### src/rtl/atan_pkg.sv
// Shared constants, types and the arctangent table for the vector angle block.
package atan_pkg;

    localparam int MagW   = 32;
    localparam int RatioW = 10;
    localparam int AngW   = 18;
    localparam logic [31:0] PhaseReset = 32'd1550960412;
    localparam logic [6:0]  LastIdx    = 7'd100;
    localparam logic [1:0]  AddrPhase  = 2'd0;

    typedef struct packed {
        logic xneg;
        logic yneg;
        logic xzero;
        logic yzero;
        logic xbig;
    } quad_t;

    typedef logic [MagW:0] mag_t;

    function automatic logic [13:0] atan_lut(input logic [6:0] idx);
        logic [13:0] v;
        unique case (idx)
            7'd0: v = 14'd0;      7'd1: v = 14'd209;    7'd2: v = 14'd417;
            7'd3: v = 14'd626;    7'd4: v = 14'd834;    7'd5: v = 14'd1042;
            7'd6: v = 14'd1250;   7'd7: v = 14'd1458;   7'd8: v = 14'd1665;
            7'd9: v = 14'd1872;   7'd10: v = 14'd2079;  7'd11: v = 14'd2285;
            7'd12: v = 14'd2491;  7'd13: v = 14'd2697;  7'd14: v = 14'd2902;
            7'd15: v = 14'd3106;  7'd16: v = 14'd3310;  7'd17: v = 14'd3513;
            7'd18: v = 14'd3715;  7'd19: v = 14'd3917;  7'd20: v = 14'd4118;
            7'd21: v = 14'd4318;  7'd22: v = 14'd4517;  7'd23: v = 14'd4716;
            7'd24: v = 14'd4914;  7'd25: v = 14'd5110;  7'd26: v = 14'd5306;
            7'd27: v = 14'd5501;  7'd28: v = 14'd5695;  7'd29: v = 14'd5888;
            7'd30: v = 14'd6080;  7'd31: v = 14'd6271;  7'd32: v = 14'd6461;
            7'd33: v = 14'd6649;  7'd34: v = 14'd6837;  7'd35: v = 14'd7023;
            7'd36: v = 14'd7209;  7'd37: v = 14'd7393;  7'd38: v = 14'd7576;
            7'd39: v = 14'd7757;  7'd40: v = 14'd7938;  7'd41: v = 14'd8117;
            7'd42: v = 14'd8295;  7'd43: v = 14'd8472;  7'd44: v = 14'd8647;
            7'd45: v = 14'd8821;  7'd46: v = 14'd8994;  7'd47: v = 14'd9165;
            7'd48: v = 14'd9336;  7'd49: v = 14'd9504;  7'd50: v = 14'd9672;
            7'd51: v = 14'd9838;  7'd52: v = 14'd10003; 7'd53: v = 14'd10167;
            7'd54: v = 14'd10329; 7'd55: v = 14'd10490; 7'd56: v = 14'd10649;
            7'd57: v = 14'd10807; 7'd58: v = 14'd10964; 7'd59: v = 14'd11119;
            7'd60: v = 14'd11274; 7'd61: v = 14'd11426; 7'd62: v = 14'd11578;
            7'd63: v = 14'd11728; 7'd64: v = 14'd11876; 7'd65: v = 14'd12024;
            7'd66: v = 14'd12170; 7'd67: v = 14'd12314; 7'd68: v = 14'd12458;
            7'd69: v = 14'd12600; 7'd70: v = 14'd12740; 7'd71: v = 14'd12880;
            7'd72: v = 14'd13018; 7'd73: v = 14'd13154; 7'd74: v = 14'd13290;
            7'd75: v = 14'd13424; 7'd76: v = 14'd13557; 7'd77: v = 14'd13688;
            7'd78: v = 14'd13819; 7'd79: v = 14'd13948; 7'd80: v = 14'd14076;
            7'd81: v = 14'd14202; 7'd82: v = 14'd14328; 7'd83: v = 14'd14452;
            7'd84: v = 14'd14575; 7'd85: v = 14'd14696; 7'd86: v = 14'd14817;
            7'd87: v = 14'd14936; 7'd88: v = 14'd15054; 7'd89: v = 14'd15171;
            7'd90: v = 14'd15287; 7'd91: v = 14'd15402; 7'd92: v = 14'd15515;
            7'd93: v = 14'd15628; 7'd94: v = 14'd15739; 7'd95: v = 14'd15849;
            7'd96: v = 14'd15958; 7'd97: v = 14'd16066; 7'd98: v = 14'd16173;
            7'd99: v = 14'd16279; 7'd100: v = 14'd16383;
            default: v = 14'd16383;
        endcase
        return v;
    endfunction

endpackage

### src/rtl/atan_div.sv
// Pipelined restoring divider giving floor(small*1000/big), one quotient bit per stage.
module atan_div import atan_pkg::*; (
    input  logic               aclk,
    input  logic               aresetn,
    input  logic               en,
    input  logic               in_valid,
    input  mag_t               small_mag,
    input  mag_t               big,
    input  quad_t              in_quad,
    output logic               out_valid,
    output logic [RatioW:0]    ratio,
    output quad_t              out_quad
);
    localparam int NumW  = MagW + 11;
    localparam int Steps = RatioW + 1;

    logic [Steps:0]          vld_reg;
    logic [NumW-1:0]         rem_reg  [Steps+1];
    mag_t                    big_reg  [Steps+1];
    logic [RatioW:0]         quo_reg  [Steps+1];
    quad_t                   quad_reg [Steps+1];

    logic [NumW-1:0]         num_next;
    assign num_next = NumW'(small_mag) * NumW'(1000);

    always_ff @(posedge aclk) begin
        if (!aresetn) begin
            vld_reg <= '0;
        end else if (en) begin
            vld_reg <= {vld_reg[Steps-1:0], in_valid};
        end
    end

    always_ff @(posedge aclk) begin
        if (en) begin
            rem_reg[0]  <= num_next;
            big_reg[0]  <= big;
            quo_reg[0]  <= '0;
            quad_reg[0] <= in_quad;
        end
    end

    for (genvar s = 0; s < Steps; s++) begin : g_step
        localparam int Sh = Steps - 1 - s;
        logic [NumW+Steps-1:0] trial;
        logic                  fits;
        assign trial = (NumW+Steps)'(big_reg[s]) << Sh;
        assign fits  = (NumW+Steps)'(rem_reg[s]) >= trial;
        always_ff @(posedge aclk) begin
            if (en) begin
                rem_reg[s+1]  <= fits ? rem_reg[s] - NumW'(trial) : rem_reg[s];
                quo_reg[s+1]  <= fits ? (quo_reg[s] | (RatioW+1)'(1 << Sh)) : quo_reg[s];
                big_reg[s+1]  <= big_reg[s];
                quad_reg[s+1] <= quad_reg[s];
            end
        end
    end

    assign out_valid = vld_reg[Steps];
    assign ratio     = quo_reg[Steps];
    assign out_quad  = quad_reg[Steps];
endmodule

### src/rtl/atan_interp.sv
// Table lookup, interpolation and octant fold, two register stages.
module atan_interp import atan_pkg::*; (
    input  logic               aclk,
    input  logic               aresetn,
    input  logic               en,
    input  logic               in_valid,
    input  logic [RatioW:0]    ratio,
    input  quad_t              quad,
    output logic               out_valid,
    output logic [AngW-1:0]    angle
);
    logic [RatioW:0]  rc;
    logic [17:0]      idx_prod;
    logic [6:0]       idx;
    logic [RatioW:0]  idx_x10;
    logic [3:0]       frac;
    logic [13:0]      lo, hi;
    logic [1:0]       vld_reg;
    logic [13:0]      lo_reg;
    logic [7:0]       diff_reg;
    logic [3:0]       frac_reg;
    quad_t            q_reg;
    logic [11:0]      prod;
    logic [24:0]      prod_scaled;
    logic [AngW-1:0]  a, ang_next, ang_reg;

    always_comb begin
        rc       = (ratio > 11'd1000) ? 11'd1000 : ratio;
        idx_prod = 18'(rc) * 18'd205;
        idx      = idx_prod[17:11];
        idx_x10  = {1'b0, idx, 3'b000} + {3'b000, idx, 1'b0};
        frac     = 4'(rc - idx_x10);
        lo       = atan_lut(idx);
        hi       = (idx < LastIdx) ? atan_lut(idx + 7'd1) : lo;
    end

    always_ff @(posedge aclk) begin
        if (!aresetn) begin
            vld_reg <= '0;
        end else if (en) begin
            vld_reg <= {vld_reg[0], in_valid};
        end
    end

    always_ff @(posedge aclk) begin
        if (en) begin
            lo_reg   <= lo;
            diff_reg <= 8'(hi - lo);
            frac_reg <= frac;
            q_reg    <= quad;
            ang_reg  <= ang_next;
        end
    end

    always_comb begin
        prod        = {4'b0000, diff_reg} * {8'b0000_0000, frac_reg};
        prod_scaled = {13'b0, prod} * 25'd6554;
        a = AngW'(lo_reg) + AngW'(prod_scaled[24:16]);
        if (q_reg.yzero) begin
            ang_next = (q_reg.xzero || !q_reg.xneg) ? '0 : AngW'(65535);
        end else if (q_reg.xzero) begin
            ang_next = q_reg.yneg ? -AngW'(32767) : AngW'(32767);
        end else if (!q_reg.xneg && !q_reg.yneg) begin
            ang_next = q_reg.xbig ? a : AngW'(32767) - a;
        end else if (q_reg.xneg && !q_reg.yneg) begin
            ang_next = q_reg.xbig ? AngW'(65535) - a : AngW'(32768) + a;
        end else if (q_reg.xneg) begin
            ang_next = q_reg.xbig ? a - AngW'(65535) : -AngW'(32767) - a;
        end else begin
            ang_next = q_reg.xbig ? -a : a - AngW'(32767);
        end
    end

    assign out_valid = vld_reg[1];
    assign angle     = ang_reg;
endmodule

### src/rtl/atan2_lut_interpolated.sv
// Top level of the vector angle block: front end, divider, interpolation, output stage.
// Throughput: one word per cycle while the output is not stalled; the quotient pipeline has 11 stages.
// The whole pipeline advances when the output register is empty or being taken.
// Reset (aresetn low, synchronous) clears all valid bits and sets phase_offset to its default.
// Configuration is by an APB-style port, phase_offset at address 0.
module atan2_lut_interpolated import atan_pkg::*; (
    input  logic        aclk,
    input  logic        aresetn,
    input  logic        s_tvalid,
    output logic        s_tready,
    input  logic [63:0] s_tdata,   // x_component[31:0], y_component[63:32]
    output logic        m_tvalid,
    input  logic        m_tready,
    output logic [31:0] m_tdata,   // angle_q31[31:0]
    input  logic        psel,
    input  logic        penable,
    input  logic        pwrite,
    input  logic [1:0]  paddr,
    input  logic [31:0] pwdata,
    output logic [31:0] prdata,
    output logic        pready
);
    logic [31:0]     phase_reg;
    logic            en;
    logic            fe_vld_reg;
    mag_t            small_reg, big_reg;
    quad_t           quad_reg;
    logic [31:0]     xb, yb;
    mag_t            ax, ay;
    quad_t           q_next;
    logic            dv;
    logic [RatioW:0] ratio;
    quad_t           dq;
    logic            iv;
    logic [AngW-1:0] ang;
    logic            out_vld_reg;
    logic [31:0]     out_reg;

    assign pready   = 1'b1;
    assign prdata   = (paddr == AddrPhase) ? phase_reg : '0;
    assign en       = !out_vld_reg || m_tready;
    assign s_tready = en;

    always_ff @(posedge aclk) begin
        if (!aresetn) begin
            phase_reg <= PhaseReset;
        end else if (psel && penable && pwrite && paddr == AddrPhase) begin
            phase_reg <= pwdata;
        end
    end

    always_comb begin
        xb = s_tdata[31:0];
        yb = s_tdata[63:32];
        ax = xb[31] ? mag_t'(-{1'b1, xb}) : mag_t'(xb);
        ay = yb[31] ? mag_t'(-{1'b1, yb}) : mag_t'(yb);
        q_next.xneg  = xb[31];
        q_next.yneg  = yb[31];
        q_next.xzero = (xb == '0);
        q_next.yzero = (yb == '0);
        q_next.xbig  = ax > ay;
    end

    always_ff @(posedge aclk) begin
        if (!aresetn) begin
            fe_vld_reg <= 1'b0;
        end else if (en) begin
            fe_vld_reg <= s_tvalid;
        end
    end

    always_ff @(posedge aclk) begin
        if (en) begin
            small_reg <= q_next.xbig ? ay : ax;
            big_reg   <= q_next.xbig ? ax : ay;
            quad_reg  <= q_next;
        end
    end

    atan_div u_div (
        .aclk, .aresetn, .en,
        .in_valid (fe_vld_reg),
        .small_mag(small_reg),
        .big      (big_reg),
        .in_quad  (quad_reg),
        .out_valid(dv),
        .ratio,
        .out_quad (dq)
    );

    atan_interp u_interp (
        .aclk, .aresetn, .en,
        .in_valid (dv),
        .ratio,
        .quad     (dq),
        .out_valid(iv),
        .angle    (ang)
    );

    always_ff @(posedge aclk) begin
        if (!aresetn) begin
            out_vld_reg <= 1'b0;
        end else if (en) begin
            out_vld_reg <= iv;
        end
    end

    always_ff @(posedge aclk) begin
        if (en) begin
            out_reg <= {ang[16:0], 15'd0} + phase_reg;
        end
    end

    assign m_tvalid = out_vld_reg;
    assign m_tdata  = out_reg;
endmodule

### config.mk
export PLATFORM = sky130hd
export DESIGN_NAME = atan2_lut_interpolated
export DESIGN_NICKNAME = d
export VERILOG_FILES = /design/src/rtl/atan_pkg.sv /design/src/rtl/atan_div.sv /design/src/rtl/atan_interp.sv /design/src/rtl/atan2_lut_interpolated.sv
export SDC_FILE = /design/constraint.sdc
export NUM_CORES = 2
export LEC_CHECK = 0
export BUFFER_PORTS_ARGS = -buffer_cell sky130_fd_sc_hd__buf_2
export CAP_MARGIN = 20
export CORE_UTILIZATION = 50
export DETAILED_ROUTE_END_ITERATION = 16
export GPL_TIMING_DRIVEN = 0
export PLACE_DENSITY = 0.77
export SYNTH_ARGS = -nofsm -noshare
export SYNTH_HDL_FRONTEND = slang
export SYNTH_MEMORY_MAX_BITS = 65536
export SYNTH_SLANG_ARGS = --single-unit
### constraint.sdc
create_clock -name aclk -period 101.7 [get_ports aclk]
set_clock_uncertainty 0.15 [all_clocks]
set_input_delay 0 -clock aclk [delete_from_list [all_inputs] [get_ports aclk]]
set_output_delay 0 -clock aclk [all_outputs]
set_load 0.05 [all_outputs]
Yosys cells after proc, flatten, opt, wreduce, memory -nomap -nowiden. Memories as Yosys holds them, arrays and structs flattened. A register that Yosys moved wholly into a read port is not among the register bits. Cells that the tools add are included.

Register bits after elaboration: 194. Memory bits (writable): 1104. Bits in read-only memories: 3584. Input port bits: 105. Output and inout bits: 67. Logic and storage cells: 122. Memories: 6.

Add/subtract/negate cells: 26. Multipliers: 4. Order comparisons: 14. Mux-type cells: 42. Reductions and logical operators: 13.

Memory list: (no name shown) (words 128, bits a word 14, rd ports 1, clocked after Yosys merged registers in 0, wr ports 0, line atan_pkg.sv:23) `unique case (idx)`; (no name shown) (words 128, bits a word 14, rd ports 1, clocked after Yosys merged registers in 0, wr ports 0, line atan_pkg.sv:23); u_div.rem_reg (words 12, bits a word 43, rd ports 11, clocked after Yosys merged registers in 0, wr ports 12, line atan_div.sv:18) `logic [NumW-1:0] rem_reg [Steps+1];`; u_div.big_reg (words 12, bits a word 33, rd ports 11, clocked after Yosys merged registers in 0, wr ports 12, line atan_div.sv:19) `mag_t big_reg [Steps+1];`; u_div.quo_reg (words 12, bits a word 11, rd ports 12, clocked after Yosys merged registers in 0, wr ports 12, line atan_div.sv:20) `logic [RatioW:0] quo_reg [Steps+1];`; u_div.quad_reg (words 12, bits a word 5, rd ports 12, clocked after Yosys merged registers in 1, wr ports 12, line atan_div.sv:21) `quad_t quad_reg [Steps+1];`.

Operator list (number): two-way mux 43 bit (11); two-way mux 17 bit (10); two-way mux 33 bit (4); negation 33 bit (2); zero test 32 bit (2); greater-or-equal comparator 43 x 33 -> 1 bit (1); greater-or-equal comparator 43 x 34 -> 1 bit (1); greater-or-equal comparator 43 x 35 -> 1 bit (1); greater-or-equal comparator 43 x 36 -> 1 bit (1); greater-or-equal comparator 43 x 37 -> 1 bit (1); greater-or-equal comparator 43 x 38 -> 1 bit (1); greater-or-equal comparator 43 x 39 -> 1 bit (1); greater-or-equal comparator 43 x 40 -> 1 bit (1); greater-or-equal comparator 43 x 41 -> 1 bit (1); greater-or-equal comparator 43 x 42 -> 1 bit (1); greater-or-equal comparator 43 bit (1); subtractor 43 x 33 -> 43 bit (1); subtractor 43 x 34 -> 43 bit (1); subtractor 43 x 35 -> 43 bit (1); subtractor 43 x 36 -> 43 bit (1); subtractor 43 x 37 -> 43 bit (1); subtractor 43 x 38 -> 43 bit (1); subtractor 43 x 39 -> 43 bit (1); subtractor 43 x 40 -> 43 bit (1); other kinds (40) (51).

Longest topological paths before layout.
Depth after elaboration: 10. Mapped depth: 44. Gate-level depth less buffers: 44.

Hierarchy. From an unflattened synthesis, not the netlist that was laid out.

Cell total of the unflattened synthesis: 7565. Area, all modules: 78403.9 µm².

By module, submodules not included: atan_div (times used 1, cells each 5284, area an instance 58046.9 µm²); atan_interp (times used 1, cells each 1530, area an instance 12353.1 µm²); atan2_lut_interpolated (times used 1, cells each 751, area an instance 8003.9 µm²).

Least setup slack after synthesis. OpenSTA, ideal clock, no wires.

Kind: register to register. From: register out_vld_reg, in the netlist m_tvalid. To: register big_reg[0] (enable). Library setup time: 1888 ps. Arrival time: 30636 ps. Required time: 99662 ps. Setup slack: 69026 ps. Cell stages (with the launch flop): 5. Clock period less this slack: 32674 ps. Cells stage by stage: dfxtp_1 nor2b_1 clkbuf_1 inv_1 clkbuf_1.

Word-level cells in the longest chain between the ends: 2.

RTL lines: start, declared (line atan2_lut_interpolated.sv:36) `logic out_vld_reg;`; start signal, assigned (line atan2_lut_interpolated.sv:104) `out_vld_reg <= iv;`; zero test 1 bit (line atan2_lut_interpolated.sv:41) `assign en = !out_vld_reg || m_tready;`; logical OR 1 bit (line atan2_lut_interpolated.sv:41); named net s_tready (line atan2_lut_interpolated.sv:10) `output logic s_tready,`; end signal, assigned (line atan2_lut_interpolated.sv:75) `big_reg <= q_next.xbig ? ax : ay;`; end, declared (line atan2_lut_interpolated.sv:26) `mag_t small_reg, big_reg;`.

The timed path passes the listed nets, and every way through them passes these cells. A chain may end at the register's enable or synchronous reset.

==> impl_metrics.json <==
{
  "initial_core_util": 0.505,
  "rows": 142,
  "synth_fa_ha_area_frac": 0.170,
  "grt_pass1_vias": 57500,
  "synth_top_family_by_area": "adder cells",
  "synth-compound-area-share": 0.148,
  "cts_inserted_buffers": 118,
  "r2r_cells": 38,
  "crit_end": "u_interp.diff_reg[7]$_DFFE_PP_",
  "area_growth_pct": 14.4,
  "yosysTopAreaCell": "edfxtp_1",
  "endpoint_kind": "flop",
  "cts.clk_slew.worst_paths_ps": 70,
  "post-route-util": 0.577,
  "netlist_area_sq_um": 75800,
  "first_pass_iters": 6,
  "synthCells": 7187,
  "dp_slack_ps": 89350,
  "synth-simple-area-share": 0.111,
  "cp_slowest_cell": "clkbuf_1",
  "io_buffer_count": 169,
  "ys_types": 102,
  "grt_max_degree": 78,
  "arrival_ps": 12570,
  "die_x_um": 391,
  "critPathRequiredTime_ps": 102030,
  "timing.final.crit_share": 0.120,
  "reg2reg_from": "u_div.quo_reg[11][2]$_DFFE_PP_",
  "wl_per_cell_um": 18.9,
  "crit_type": "reg2reg",
  "die_area_sq_um": 153000,
  "cts_tree": "built",
  "ys_ff_latch": 1131,
  "r2r_slack_ps": 89460,
  "postSynth.topFlopCell": "edfxtp_1",
  "drt_iter0_markers": 3683,
  "synth_seq_area_share": 0.442,
  "slew_headroom": 0.145,
  "syn_avg_cell_area_sq_um": 10.5,
  "synth_edf_count": 1083,
  "period_needed_ps": 12240,
  "hp-start": "s_tdata[32]",
  "synthTopCellsByArea": "edfxtp_1 43%, ha_1 12%, fa_1 5.4%, inv_1 3.7%, a21oi_1 3.3%",
  "crit_path_start": "u_div.quo_reg[11][2]$_DFFE_PP_",
  "max_freq_mhz": 81.7,
  "cts_root_buffer": "clkbuf_16",
  "ioPinCount": 172,
  "grt.total_usage": 0.242,
  "drv_cap": 0,
  "hpwl_um": 136000,
  "muxShareOfSynthArea": 0.0222,
  "setup_violations": 0,
  "startpoint_type": "flop",
  "routabilityCongestion": 0.955,
  "drcViolationCount": 0,
  "drv_slew": 0,
  "ant_nets": 0,
  "grt_use_met1": 0.291,
  "status": "complete, no violations",
  "drive_gt1_frac": 0.0678,
  "fin_nets": 8787,
  "die_y_um": 391,
  "vias": 56600,
  "hold_viol": 0,
  "core_sq_um": 150000,
  "yosys.area.top_type_share": 0.429,
  "worst_slack_ps": 89460,
  "rsz0062_at_grt": "no",
  "slowest_delay_ps": 660,
  "synth_xor_area_frac": 0.0585,
  "antenna_found_initial": 6,
  "hold_class": "in2reg",
  "grt_util_met2": 0.416,
  "largest_reg_flops": 443,
  "htree_levels": 3,
  "grt_util_met3": 0.0356,
  "worst_pin_slew_ps": 1270,
  "reg2reg_to": "u_interp.diff_reg[7]$_DFFE_PP_",
  "clockBufferDepth": 3,
  "top_usage_layer": "met2",
  "clk_latency_ps": 750,
  "via_per_inst": 5.72,
  "yosys.cell_count.top_type": "edfxtp_1",
  "cts_num_sinks": 1131,
  "yosysWarnings": 0,
  "overflow": 0,
  "synth_common_cells": "1083 x edfxtp_1, 743 x inv_1, 699 x ha_1",
  "wl_um": 187000,
  "grt_first_pass_wirelength_um": 297000,
  "ys_async_sr_fraction": 0,
  "final.setup.tns_ps": 0,
  "worstPathMaxFanout": 15
}
[placed cells by master (no fill, tap or decap), drive strengths merged, types with 38 or more instances in the layout]
| cell type | instances |
|---|---|
| edfxtp | 1083 |
| o21a | 52 |
| and2 | 93 |
| o31ai | 58 |
| dfxtp | 48 |
| clkbuf | 299 |
| inv | 756 |
| a211oi | 60 |
| nand2b | 66 |
| ha | 699 |
| fa | 204 |
| clkinv | 52 |
| nand2 | 576 |
| nand3 | 121 |
| nand4 | 63 |
| nor2 | 409 |
| a21boi | 62 |
| dlygate4sd3 | 275 |
| mux2i | 88 |
| o21bai | 59 |
| and3 | 55 |
| xnor2 | 271 |
| a21o | 228 |
| a31oi | 44 |
| buf | 226 |
| a21oi | 499 |
| nor3 | 116 |
| o21ai | 452 |
| mux2 | 63 |
| xor2 | 234 |
| or3 | 38 |
| nor2b | 85 |
[critical path, delay by kind of cell, from the launching register on]
kind	cells	cell delay [ps]
AOI/OAI and AO/OA	13	3260
xor gates and xnor gates	2	380
adders and majority gates	7	2940
buffers and inverters	10	3260
DFF	1	600
and+or+nand+nor	6	1330
[routing by layer]
layer / part of all wire / wire (um)
met4: 0.057 / 10700
met1: 0.41 / 77400
met2: 0.48 / 88800
met5: 0.00039 / 73
met3: 0.053 / 9920
[worst min-delay path by stage]
stage,end,depth (start not counted)
finish,big_reg[0]$_DFFE_PP_,4
CTS,phase_reg[19]$_SDFFE_PN0P_,3
detailed placement,phase_reg[22]$_SDFFE_PN1P_,3
global placement,phase_reg[27]$_SDFFE_PN1P_,3
floorplan,quad_reg[3]$_DFFE_PP_,0
global route,big_reg[0]$_DFFE_PP_,4
[kinds of logic after synthesis]
group                    Yosys count
other                              2
XOR/XNOR                         505
AND/OR/NAND/NOR                 1757
adder cells (fa/ha/maj)          905
multiplexers                     155
buffers and inverters            957
AO/OA/AOI/OAI                   1775
flip-flops                      1131
[area by class of cell]
type / count / area (sq um)
Antenna cell: 5 / 12.5
Inverter: 750 / 2820
Timing Repair Buffer: 465 / 4100
Fill cell: 12000 / 63500
Clock inverter: 93 / 1210
Buffer: 207 / 820
Multi-Input combinational cell: 5106 / 38700
Tap cell: 2016 / 2520
Sequential cell: 1131 / 33500
Clock buffer: 128 / 3010
[what timing repair did]
action,CTS,global route
gates resized for setup,0,0
hold buffers,275,0
setup buffers,0,0
hold endpoints to repair,116,0
[through the flow]
| stage | instance area [sq um] | std cells | hold slack (ps) |
|---|---|---|---|
| floorplan | 75800 | 7194 | -51.1 |
| detailed placement | 79600 | 9398 | 63.5 |
| finish | 86700 | 9901 | 118 |
| CTS | 86600 | 9894 | 10.2 |
| global route | 86600 | 9899 | 102 |
| global placement | 79200 | 9379 | 62.8 |
Power is left out: the tool's default activity adds up to more than one toggle a clock period on the data nets, which glitch-free logic cannot reach.
